[src/rtl/srng_pkg.sv]
// ============================================================================
// srng_pkg
// Shared constants, types and arithmetic helpers for the subtractive
// random generator table.
// ============================================================================
package srng_pkg;

    localparam int unsigned TABLE_ENTRIES   = 55;
    localparam int unsigned LAG_LONG_OFFSET = 31;
    localparam int unsigned LAG_SHORT       = 24;

    localparam int unsigned IDX_W  = 6;
    localparam int unsigned DATA_W = 16;
    localparam int unsigned APB_DW = 32;
    localparam int unsigned APB_AW = 2;

    typedef logic [IDX_W-1:0]  t_idx;
    typedef logic [DATA_W-1:0] t_data;

    localparam t_idx LAST_ENTRY = t_idx'(TABLE_ENTRIES - 1);

    typedef enum logic [1:0] {
        REQ_DRAW    = 2'd0,
        REQ_WRITE   = 2'd1,
        REQ_SET_POS = 2'd2,
        REQ_NONE    = 2'd3
    } t_req;

    // Register byte addresses on the configuration port.
    localparam logic [APB_AW-1:0] ADDR_MODULUS = 2'd0;

    // Partner entry that entry i subtracts during a refresh.
    function automatic t_idx lag_index(input t_idx i);
        t_idx j;
        if (i < t_idx'(LAG_SHORT)) begin
            j = i + t_idx'(LAG_LONG_OFFSET);
        end else begin
            j = i - t_idx'(LAG_SHORT);
        end
        return j;
    endfunction

    // Subtraction with the modulus folded in when the minuend is smaller.
    function automatic t_data sub_mod(input t_data a, input t_data b, input t_data m);
        logic [DATA_W:0] sum;
        t_data           v;
        sum = {1'b0, a} + {1'b0, m};
        v   = (a < b) ? sum[DATA_W-1:0] : a;
        return v - b;
    endfunction

endpackage

[src/rtl/srng_table.sv]
// ============================================================================
// srng_table
// 55-word value table: one write port and two synchronous read ports with
// registered read data that holds while reads are disabled.
// ============================================================================
module srng_table (
    input  logic                 i_clk,
    input  logic                 i_we,
    input  srng_pkg::t_idx       i_waddr,
    input  srng_pkg::t_data      i_wdata,
    input  logic                 i_re,
    input  srng_pkg::t_idx       i_raddr_a,
    input  srng_pkg::t_idx       i_raddr_b,
    output srng_pkg::t_data      o_rdata_a,
    output srng_pkg::t_data      o_rdata_b
);
    import srng_pkg::*;

    t_data r_mem [0:TABLE_ENTRIES-1];
    t_data r_rdata_a;
    t_data r_rdata_b;

    always_ff @(posedge i_clk) begin
        if (i_we) begin
            r_mem[i_waddr] <= i_wdata;
        end
    end

    always_ff @(posedge i_clk) begin
        if (i_re) begin
            r_rdata_a <= r_mem[i_raddr_a];
            r_rdata_b <= r_mem[i_raddr_b];
        end
    end

    assign o_rdata_a = r_rdata_a;
    assign o_rdata_b = r_rdata_b;

endmodule

[src/rtl/subtractive_rng_table.sv]
// ============================================================================
// subtractive_rng_table
// Lagged subtractive random generator (lags 55 and 24) over a 16-bit table
// held in a two-read, one-write synchronous memory.
// ============================================================================
// Load words are written as they are accepted. A draw is read as it is
// accepted, or via S_REFRESH and S_LAST when it wraps, and enters the output
// register from S_DATA once that register is free. Requests are taken only
// in S_IDLE. A refresh walks the 55 entries through the single write port, one a cycle.
// Reset clears the read position, the modulus and all control state; the
// table contents are undefined until loaded.
module subtractive_rng_table (
    input  logic                         i_clk,
    input  logic                         i_rst_n,
    // Input channel
    input  logic                         i_valid,
    output logic                         o_ready,
    input  logic [1:0]                   i_req_type,
    input  srng_pkg::t_idx               i_entry_index,
    input  srng_pkg::t_data              i_entry_value,
    // Output channel
    output logic                         o_valid,
    input  logic                         i_ready,
    output srng_pkg::t_data              o_random_value,
    output logic                         o_refreshed,
    // Configuration port
    input  logic                         psel,
    input  logic                         penable,
    input  logic                         pwrite,
    input  logic [srng_pkg::APB_AW-1:0]  paddr,
    input  logic [srng_pkg::APB_DW-1:0]  pwdata,
    output logic [srng_pkg::APB_DW-1:0]  prdata,
    output logic                         pready
);
    import srng_pkg::*;

    typedef enum logic [3:0] {
        S_IDLE    = 4'b0001,
        S_REFRESH = 4'b0010,
        S_LAST    = 4'b0100,
        S_DATA    = 4'b1000
    } t_state;

    t_state r_state, n_state;
    t_data  r_modulus;
    t_idx   r_pos, n_pos;
    t_idx   r_ridx, n_ridx;
    logic   r_wb_valid, n_wb_valid;
    t_idx   r_wb_idx;
    logic   r_refresh, n_refresh;
    logic   r_out_valid, n_out_valid;
    t_data  r_out_value;
    logic   r_out_refreshed;

    logic   accept;
    t_req   req;
    logic   [IDX_W:0] next_pos;
    logic   pos_wraps;
    logic   load_out;

    logic   mem_we;
    t_idx   mem_waddr;
    t_data  mem_wdata;
    logic   mem_re;
    t_idx   mem_raddr_a;
    t_data  rdata_a;
    t_data  rdata_b;

    assign o_ready   = (r_state == S_IDLE);
    assign accept    = i_valid && o_ready;
    assign req       = t_req'(i_req_type);
    assign next_pos  = {1'b0, r_pos} + {{IDX_W{1'b0}}, 1'b1};
    assign pos_wraps = (next_pos >= (IDX_W+1)'(TABLE_ENTRIES));
    assign load_out  = (r_state == S_DATA) && (!r_out_valid || i_ready);

    srng_table u_table (
        .i_clk     (i_clk),
        .i_we      (mem_we),
        .i_waddr   (mem_waddr),
        .i_wdata   (mem_wdata),
        .i_re      (mem_re),
        .i_raddr_a (mem_raddr_a),
        .i_raddr_b (lag_index(r_ridx)),
        .o_rdata_a (rdata_a),
        .o_rdata_b (rdata_b)
    );

    // Load words and refresh write-back never fall in the same cycle.
    always_comb begin
        mem_we    = 1'b0;
        mem_waddr = r_wb_idx;
        mem_wdata = sub_mod(rdata_a, rdata_b, r_modulus);
        if (accept && req == REQ_WRITE && i_entry_index < t_idx'(TABLE_ENTRIES)) begin
            mem_we    = 1'b1;
            mem_waddr = i_entry_index;
            mem_wdata = i_entry_value;
        end else if (r_wb_valid) begin
            mem_we    = 1'b1;
        end
    end

    always_comb begin
        n_state     = r_state;
        n_pos       = r_pos;
        n_ridx      = r_ridx;
        n_wb_valid  = 1'b0;
        n_refresh   = r_refresh;
        n_out_valid = r_out_valid;
        mem_re      = 1'b0;
        mem_raddr_a = r_ridx;

        if (r_out_valid && i_ready) begin
            n_out_valid = 1'b0;
        end

        case (r_state)
            S_IDLE: begin
                if (accept) begin
                    case (req)
                        REQ_DRAW: begin
                            if (pos_wraps) begin
                                n_pos     = '0;
                                n_ridx    = '0;
                                n_refresh = 1'b1;
                                n_state   = S_REFRESH;
                            end else begin
                                n_pos       = next_pos[IDX_W-1:0];
                                n_refresh   = 1'b0;
                                mem_re      = 1'b1;
                                mem_raddr_a = next_pos[IDX_W-1:0];
                                n_state     = S_DATA;
                            end
                        end
                        REQ_SET_POS: begin
                            n_pos = i_entry_index;
                        end
                        default: begin
                        end
                    endcase
                end
            end
            S_REFRESH: begin
                // Read entry i and its partner; the difference is written back
                // from the write-back register while the next pair is read.
                mem_re     = 1'b1;
                n_wb_valid = 1'b1;
                n_ridx     = r_ridx + t_idx'(1);
                if (r_ridx == LAST_ENTRY) begin
                    n_state = S_LAST;
                end
            end
            S_LAST: begin
                mem_re      = 1'b1;
                mem_raddr_a = '0;
                n_state     = S_DATA;
            end
            S_DATA: begin
                if (load_out) begin
                    n_out_valid = 1'b1;
                    n_state     = S_IDLE;
                end
            end
            default: begin
                n_state = S_IDLE;
            end
        endcase
    end

    always_ff @(posedge i_clk) begin
        if (!i_rst_n) begin
            r_state     <= S_IDLE;
            r_pos       <= '0;
            r_ridx      <= '0;
            r_wb_valid  <= 1'b0;
            r_refresh   <= 1'b0;
            r_out_valid <= 1'b0;
            r_modulus   <= '0;
        end else begin
            r_state     <= n_state;
            r_pos       <= n_pos;
            r_ridx      <= n_ridx;
            r_wb_valid  <= n_wb_valid;
            r_refresh   <= n_refresh;
            r_out_valid <= n_out_valid;
            if (psel && penable && pwrite && paddr == ADDR_MODULUS) begin
                r_modulus <= pwdata[DATA_W-1:0];
            end
        end
    end

    always_ff @(posedge i_clk) begin
        r_wb_idx <= r_ridx;
        if (load_out) begin
            r_out_value     <= rdata_a;
            r_out_refreshed <= r_refresh;
        end
    end

    assign o_valid        = r_out_valid;
    assign o_random_value = r_out_value;
    assign o_refreshed    = r_out_refreshed;

    assign pready = 1'b1;
    assign prdata = (paddr == ADDR_MODULUS) ? {{(APB_DW-DATA_W){1'b0}}, r_modulus}
                                            : '0;

endmodule

[config.mk]
export PLATFORM = sky130hd
export DESIGN_NAME = subtractive_rng_table
export DESIGN_NICKNAME = d
export VERILOG_FILES = /design/src/rtl/srng_pkg.sv /design/src/rtl/srng_table.sv /design/src/rtl/subtractive_rng_table.sv
export SDC_FILE = /design/constraint.sdc
export NUM_CORES = 2
export LEC_CHECK = 0
export BUFFER_PORTS_ARGS = -buffer_cell sky130_fd_sc_hd__buf_2
export CAP_MARGIN = 20
export CELL_PAD_IN_SITES_DETAIL_PLACEMENT = 0
export CELL_PAD_IN_SITES_GLOBAL_PLACEMENT = 1
export CORE_UTILIZATION = 43
export CTS_CLUSTER_DIAMETER = 150
export DETAILED_ROUTE_END_ITERATION = 12
export HOLD_SLACK_MARGIN = 0.06
export PLACE_DENSITY_LB_ADDON = 0.2
export SETUP_SLACK_MARGIN = 0.1
export SLEW_MARGIN = 20
export SYNTH_ARGS = -nofsm -noshare
export SYNTH_HDL_FRONTEND = slang
export SYNTH_SLANG_ARGS = --single-unit
[constraint.sdc]
create_clock -name i_clk -period 9.5 [get_ports i_clk]
set_input_delay 1.9 -clock i_clk [delete_from_list [all_inputs] [get_ports i_clk]]
set_output_delay 1.9 -clock i_clk [all_outputs]
set_load 0.02 [all_outputs]
==> impl_metrics.csv <==
group,metric,value,unit
timing,rsz0062_at_grt,"false",
drt,avgRoutedWirePerCell,30.23,µm
synthesis,synthesized_flop_and_latch_total,970,
timing,worst_hold_margin,448.0,ps
global_route,largest_net_degree_at_the_start_of_global_routing,151,
cts,clock_latency,710,ps
timing,report.final.slew_viol_count,0,
timing,final.min_clock_period,6548,ps
layout,final_core_utilization,48.51,%
timing,fin_setup_tns,0,ps
drt,vias_per_cell,6.277,
die,num_io_pins,117,
worst_setup_path,crit_path_end_kind,"flop",
power,p_leak,18.27,nW
power,power-per-cell-area,179.8,nW/µm²
worst_setup_path,crit_type,"in -> reg",
drt,route.final.wire_length,162.4,mm
worst_setup_path,crit_end,"u_table.o_rdata_a[4]",
drt,drt_iter0_drc,4505,
min_path,hold_class,"reg -> reg",
cts,clkSlewWorstSetupHoldPaths,60,ps
global_route,via_count_of_the_first_global_routing_pass,31770,
timing,timing.fmax,152.7,MHz
cts,clock_sinks,970,
cts,post-cts-setup-buffers,0,
timing,finalCritPeriodShare,68.93,%
timing,setup_viol,0,
power,power.ir.vdd_worst,0.1493,mV
die,fp.dieArea,112800,µm²
worst_setup_path,worstSetupStartpoint,"i_req_type[1]",
layout,design.final.nets,3919,
power,power,0.009640,W
synthesis,synth_enable_flop_cells,929,
drt,post-route-drc-count,0,
die,starting_utilization_of_the_core_area,43.36,%
global_route,grt_first_pass_wirelength,230.6,mm
synthesis,synth.avg_cell_area,12.72,µm²
cts,cts-resized-gates,0,
cts,tritoncts_clock_tree,"yes",
die,die_width,335.8,µm
global_route,grt_use_total,28.55,%
timing,hold_violations,0,
worst_setup_path,rr_endpoint,"u_table.o_rdata_a[4]",
layout,drive_above_1_share,17.17,%
worst_setup_path,worst_r2r_startpoint,"r_pos[0]",
synthesis,synth_cell_types,84,
timing,worst-slew-pin-transition,1258,ps
synthesis,synth-warning-count,0,
worst_setup_path,worst_ep_required_time,9790,ps
synthesis,syn_std_cell_area,47920,µm²
global_route,global_route.overflow_total,0,
outcome,run_status,"complete, no violations",
worst_setup_path,crit_path_max_fanout,150,
worst_setup_path,reg2reg_slack,3220,ps
synthesis,netlist_instances,3767,
worst_setup_path,cell_with_the_largest_stage_delay_on_the_worst_path,"sky130_fd_sc_hd__o41ai_1",
cts,cts.hold.buffers_added,0,
drt,dr_wl_met2,72.18,mm
worst_setup_path,critical_path.startpoint_type,"primary input",
cts,cts_inserted_buffers,104,
drt,wl_met3,15.58,mm
drt,routedLengthMet1,68.21,mm
drt,num_vias,33720,
die,chipHeight,335.8,µm
cts,clockRootBuffer,"sky130_fd_sc_hd__clkbuf_16",
worst_setup_path,worstPathCellList,"buf_2 > nor2b_1 > nand3b_1 > a211o_1 > o211ai_4 > buf_4 > and2_4 > buf_12 > nand2_1 > and3_1 > a31oi_1 > o22ai_1 > o41ai_1",
die,design.core.area,110500,µm²
placed_design,finalWeightedCongestion,0.8726,
synthesis,postSynth.topFlopCell,"sky130_fd_sc_hd__edfxtp_1",
worst_setup_path,arrival,6840,ps
synthesis,sequential_element_share_of_the_synthesized_area,59.93,%
timing,fin_skew,42.16,ps
timing,maxSlewHeadroom,15.58,%
drt,drtAntennaViolNets,0,
worst_setup_path,ff2ff_path_depth,13,
placed_design,dpl-instance-area,50230,µm²
placed_design,dp.final_hpwl,97.32,mm
run,cap_violations,0,
layout,layout-area-overhead-vs-synth,11.87,%
synthesis,synthArstFlopShare,0,%
drt,iteration_count_of_the_initial_detailed_routing_pass,5,
cts,clock_tree.buffer_depth,3,
die,core.rowCount,122,
placed_design,port_buffers,83,
layout,insertedDiodeCount,0,
global_route,grt_antenna_before_repair,8,
worst_setup_path,critPathMaxStageDelay,1140,ps
layout,finalInstanceArea,53610,µm²
cts,cts-htree-levels,3,
drt,dr.max_layer_used,"met5",
-- through the flow --
step,setup WS (ps),instances
after floorplan,2370,3782
after global routing,2878,5372
after detailed placement,2563,5181
after global placement,2579,5181
final,2952,5372
after CTS,3239,5372
-- routing by layer --
metal / track usage, % / up-vias
met4: 11.57 / 6
met2: 42.80 / 1795
met3: 4.931 / 228
li1: - / 14600
met5: 0 / -
met1: 41.21 / 17090
-- cell type report --
| class | instances | area (µm²) |
|---|---|---|
| clock buffers | 134 | 2820 |
| clock inverters | 57 | 543.0 |
| fillers | 9758 | 56910 |
| inverters | 41 | 153.9 |
| multi-input cells | 2479 | 18060 |
| flip-flops and latches | 970 | 28720 |
| well taps | 1488 | 1862 |
| repair buffers | 203 | 1454 |
-- cell families (layout without fill, tap and decap cells) --
logic type,after synthesis,count (layout),share of synthesized area (%)
adder cells (fa/ha/maj),55,55,1.467
AO/OA/AOI/OAI,728,728,10.30
flip-flops,970,970,59.93
multiplexers,288,288,11.74
AND/OR/NAND/NOR,1360,1360,12.56
XOR/XNOR,31,31,0.5953
other,2,17,0.01567
buffers and inverters,333,435,3.389
-- layout by cell type, fill, tap and decap left out, types with 11 or more instances in the layout --
| cell type | count |
|---|---|
| sky130_fd_sc_hd__clkinv_2 | 22 |
| sky130_fd_sc_hd__nand4_1 | 12 |
| sky130_fd_sc_hd__mux2i_1 | 62 |
| sky130_fd_sc_hd__clkinv_1 | 18 |
| sky130_fd_sc_hd__a311oi_1 | 67 |
| sky130_fd_sc_hd__o21ai_0 | 56 |
| sky130_fd_sc_hd__nand3_1 | 72 |
| sky130_fd_sc_hd__mux4_2 | 216 |
| sky130_fd_sc_hd__nand2_1 | 857 |
| sky130_fd_sc_hd__clkbuf_1 | 24 |
| sky130_fd_sc_hd__and3_1 | 148 |
| sky130_fd_sc_hd__nor2_2 | 39 |
| sky130_fd_sc_hd__buf_4 | 109 |
| sky130_fd_sc_hd__inv_1 | 41 |
| sky130_fd_sc_hd__o221ai_1 | 13 |
| sky130_fd_sc_hd__clkbuf_16 | 108 |
| sky130_fd_sc_hd__nor3_1 | 27 |
| sky130_fd_sc_hd__o211ai_1 | 19 |
| sky130_fd_sc_hd__buf_2 | 83 |
| sky130_fd_sc_hd__and2_1 | 51 |
| sky130_fd_sc_hd__a21oi_4 | 11 |
| sky130_fd_sc_hd__o22ai_1 | 62 |
| sky130_fd_sc_hd__dfxtp_1 | 41 |
| sky130_fd_sc_hd__xnor2_1 | 16 |
| sky130_fd_sc_hd__nand2b_1 | 13 |
| sky130_fd_sc_hd__ha_1 | 53 |
| sky130_fd_sc_hd__conb_1 | 17 |
| sky130_fd_sc_hd__nor2_1 | 74 |
| sky130_fd_sc_hd__buf_12 | 11 |
| sky130_fd_sc_hd__nor4_1 | 23 |
| sky130_fd_sc_hd__a31oi_1 | 151 |
| sky130_fd_sc_hd__edfxtp_1 | 929 |
| sky130_fd_sc_hd__a211oi_1 | 120 |
| sky130_fd_sc_hd__a21oi_1 | 125 |
-- report_power, final --
group	total, W	internal [W]	switching (W)	leakage, nW
Clock	0.00407	0.00236	0.00171	1.65
Sequential	0.00490	0.00489	0.0000108	8.67
Combinational	0.000673	0.000145	0.000528	7.95
Total	0.00964	0.00739	0.00225	18.3
-- worst max-delay path, delay by kind of cell --
kind	cells	cell delay (ps)
simple gates	5	1180
compound gates	5	2140
buf+inv	3	1260
-- cell usage after synthesis, types with 8 or more instances --
cell type / number / share of area (%)
sky130_fd_sc_hd__a211o_1: 10 / 0.18
sky130_fd_sc_hd__buf_1: 21 / 0.16
sky130_fd_sc_hd__clkbuf_1: 132 / 1.0
sky130_fd_sc_hd__a221oi_1: 9 / 0.16
sky130_fd_sc_hd__buf_2: 88 / 0.92
sky130_fd_sc_hd__a21oi_1: 136 / 1.4
sky130_fd_sc_hd__buf_4: 38 / 0.60
sky130_fd_sc_hd__o221ai_1: 13 / 0.24
sky130_fd_sc_hd__o22ai_1: 62 / 0.81
sky130_fd_sc_hd__nand3_1: 75 / 0.78
sky130_fd_sc_hd__nand2b_1: 13 / 0.17
sky130_fd_sc_hd__nand4_1: 12 / 0.16
sky130_fd_sc_hd__edfxtp_1: 929 / 58
sky130_fd_sc_hd__mux4_2: 216 / 10
sky130_fd_sc_hd__nor2_1: 112 / 0.88
sky130_fd_sc_hd__inv_1: 41 / 0.32
sky130_fd_sc_hd__dfxtp_1: 41 / 1.7
sky130_fd_sc_hd__buf_6: 8 / 0.19
sky130_fd_sc_hd__mux2i_1: 62 / 1.3
sky130_fd_sc_hd__o211ai_1: 19 / 0.30
sky130_fd_sc_hd__a21o_1: 11 / 0.17
sky130_fd_sc_hd__nand2_1: 859 / 6.7
sky130_fd_sc_hd__ha_1: 53 / 1.4
sky130_fd_sc_hd__a211oi_1: 121 / 1.9
sky130_fd_sc_hd__nor4_1: 24 / 0.31
sky130_fd_sc_hd__xor2_1: 11 / 0.20
sky130_fd_sc_hd__and2_1: 51 / 0.67
sky130_fd_sc_hd__nor3_1: 27 / 0.28
sky130_fd_sc_hd__o41ai_1: 8 / 0.15
sky130_fd_sc_hd__o21ai_0: 57 / 0.60
sky130_fd_sc_hd__and3_1: 148 / 1.9
sky130_fd_sc_hd__a31oi_1: 151 / 2.0
sky130_fd_sc_hd__xnor2_1: 19 / 0.35
sky130_fd_sc_hd__o41a_1: 8 / 0.19
sky130_fd_sc_hd__o31ai_1: 11 / 0.17
sky130_fd_sc_hd__nor2b_1: 9 / 0.12
sky130_fd_sc_hd__a311oi_1: 67 / 1.2
-- state kept, by name, indices dropped and copies added, names as in the netlist --
signal	flops
r_modulus	16
o_refreshed	1
o_random_value	16
r_pos	6
r_refresh	1
u_table.o_rdata_b	16
o_valid	1
r_ridx	6
r_wb_idx	6
r_wb_valid	1
u_table.r_mem	880
u_table.o_rdata_a	16
r_state	4
-- how the worst min path moves through the flow --
| stage | startpoint | endpoint | slack, ps | cells after the start |
|---|---|---|---|---|
| floorplan | r_ridx[5] | r_wb_idx[5] | 330 | 0 |
| global placement | r_refresh | o_refreshed | 450 | 0 |
| detailed placement | r_refresh | o_refreshed | 440 | 0 |
| CTS | r_refresh | o_refreshed | 450 | 0 |
| global route | r_refresh | o_refreshed | 460 | 0 |
| finish | r_refresh | o_refreshed | 450 | 0 |
No activity file was read; power rests on OpenSTA's default activity.
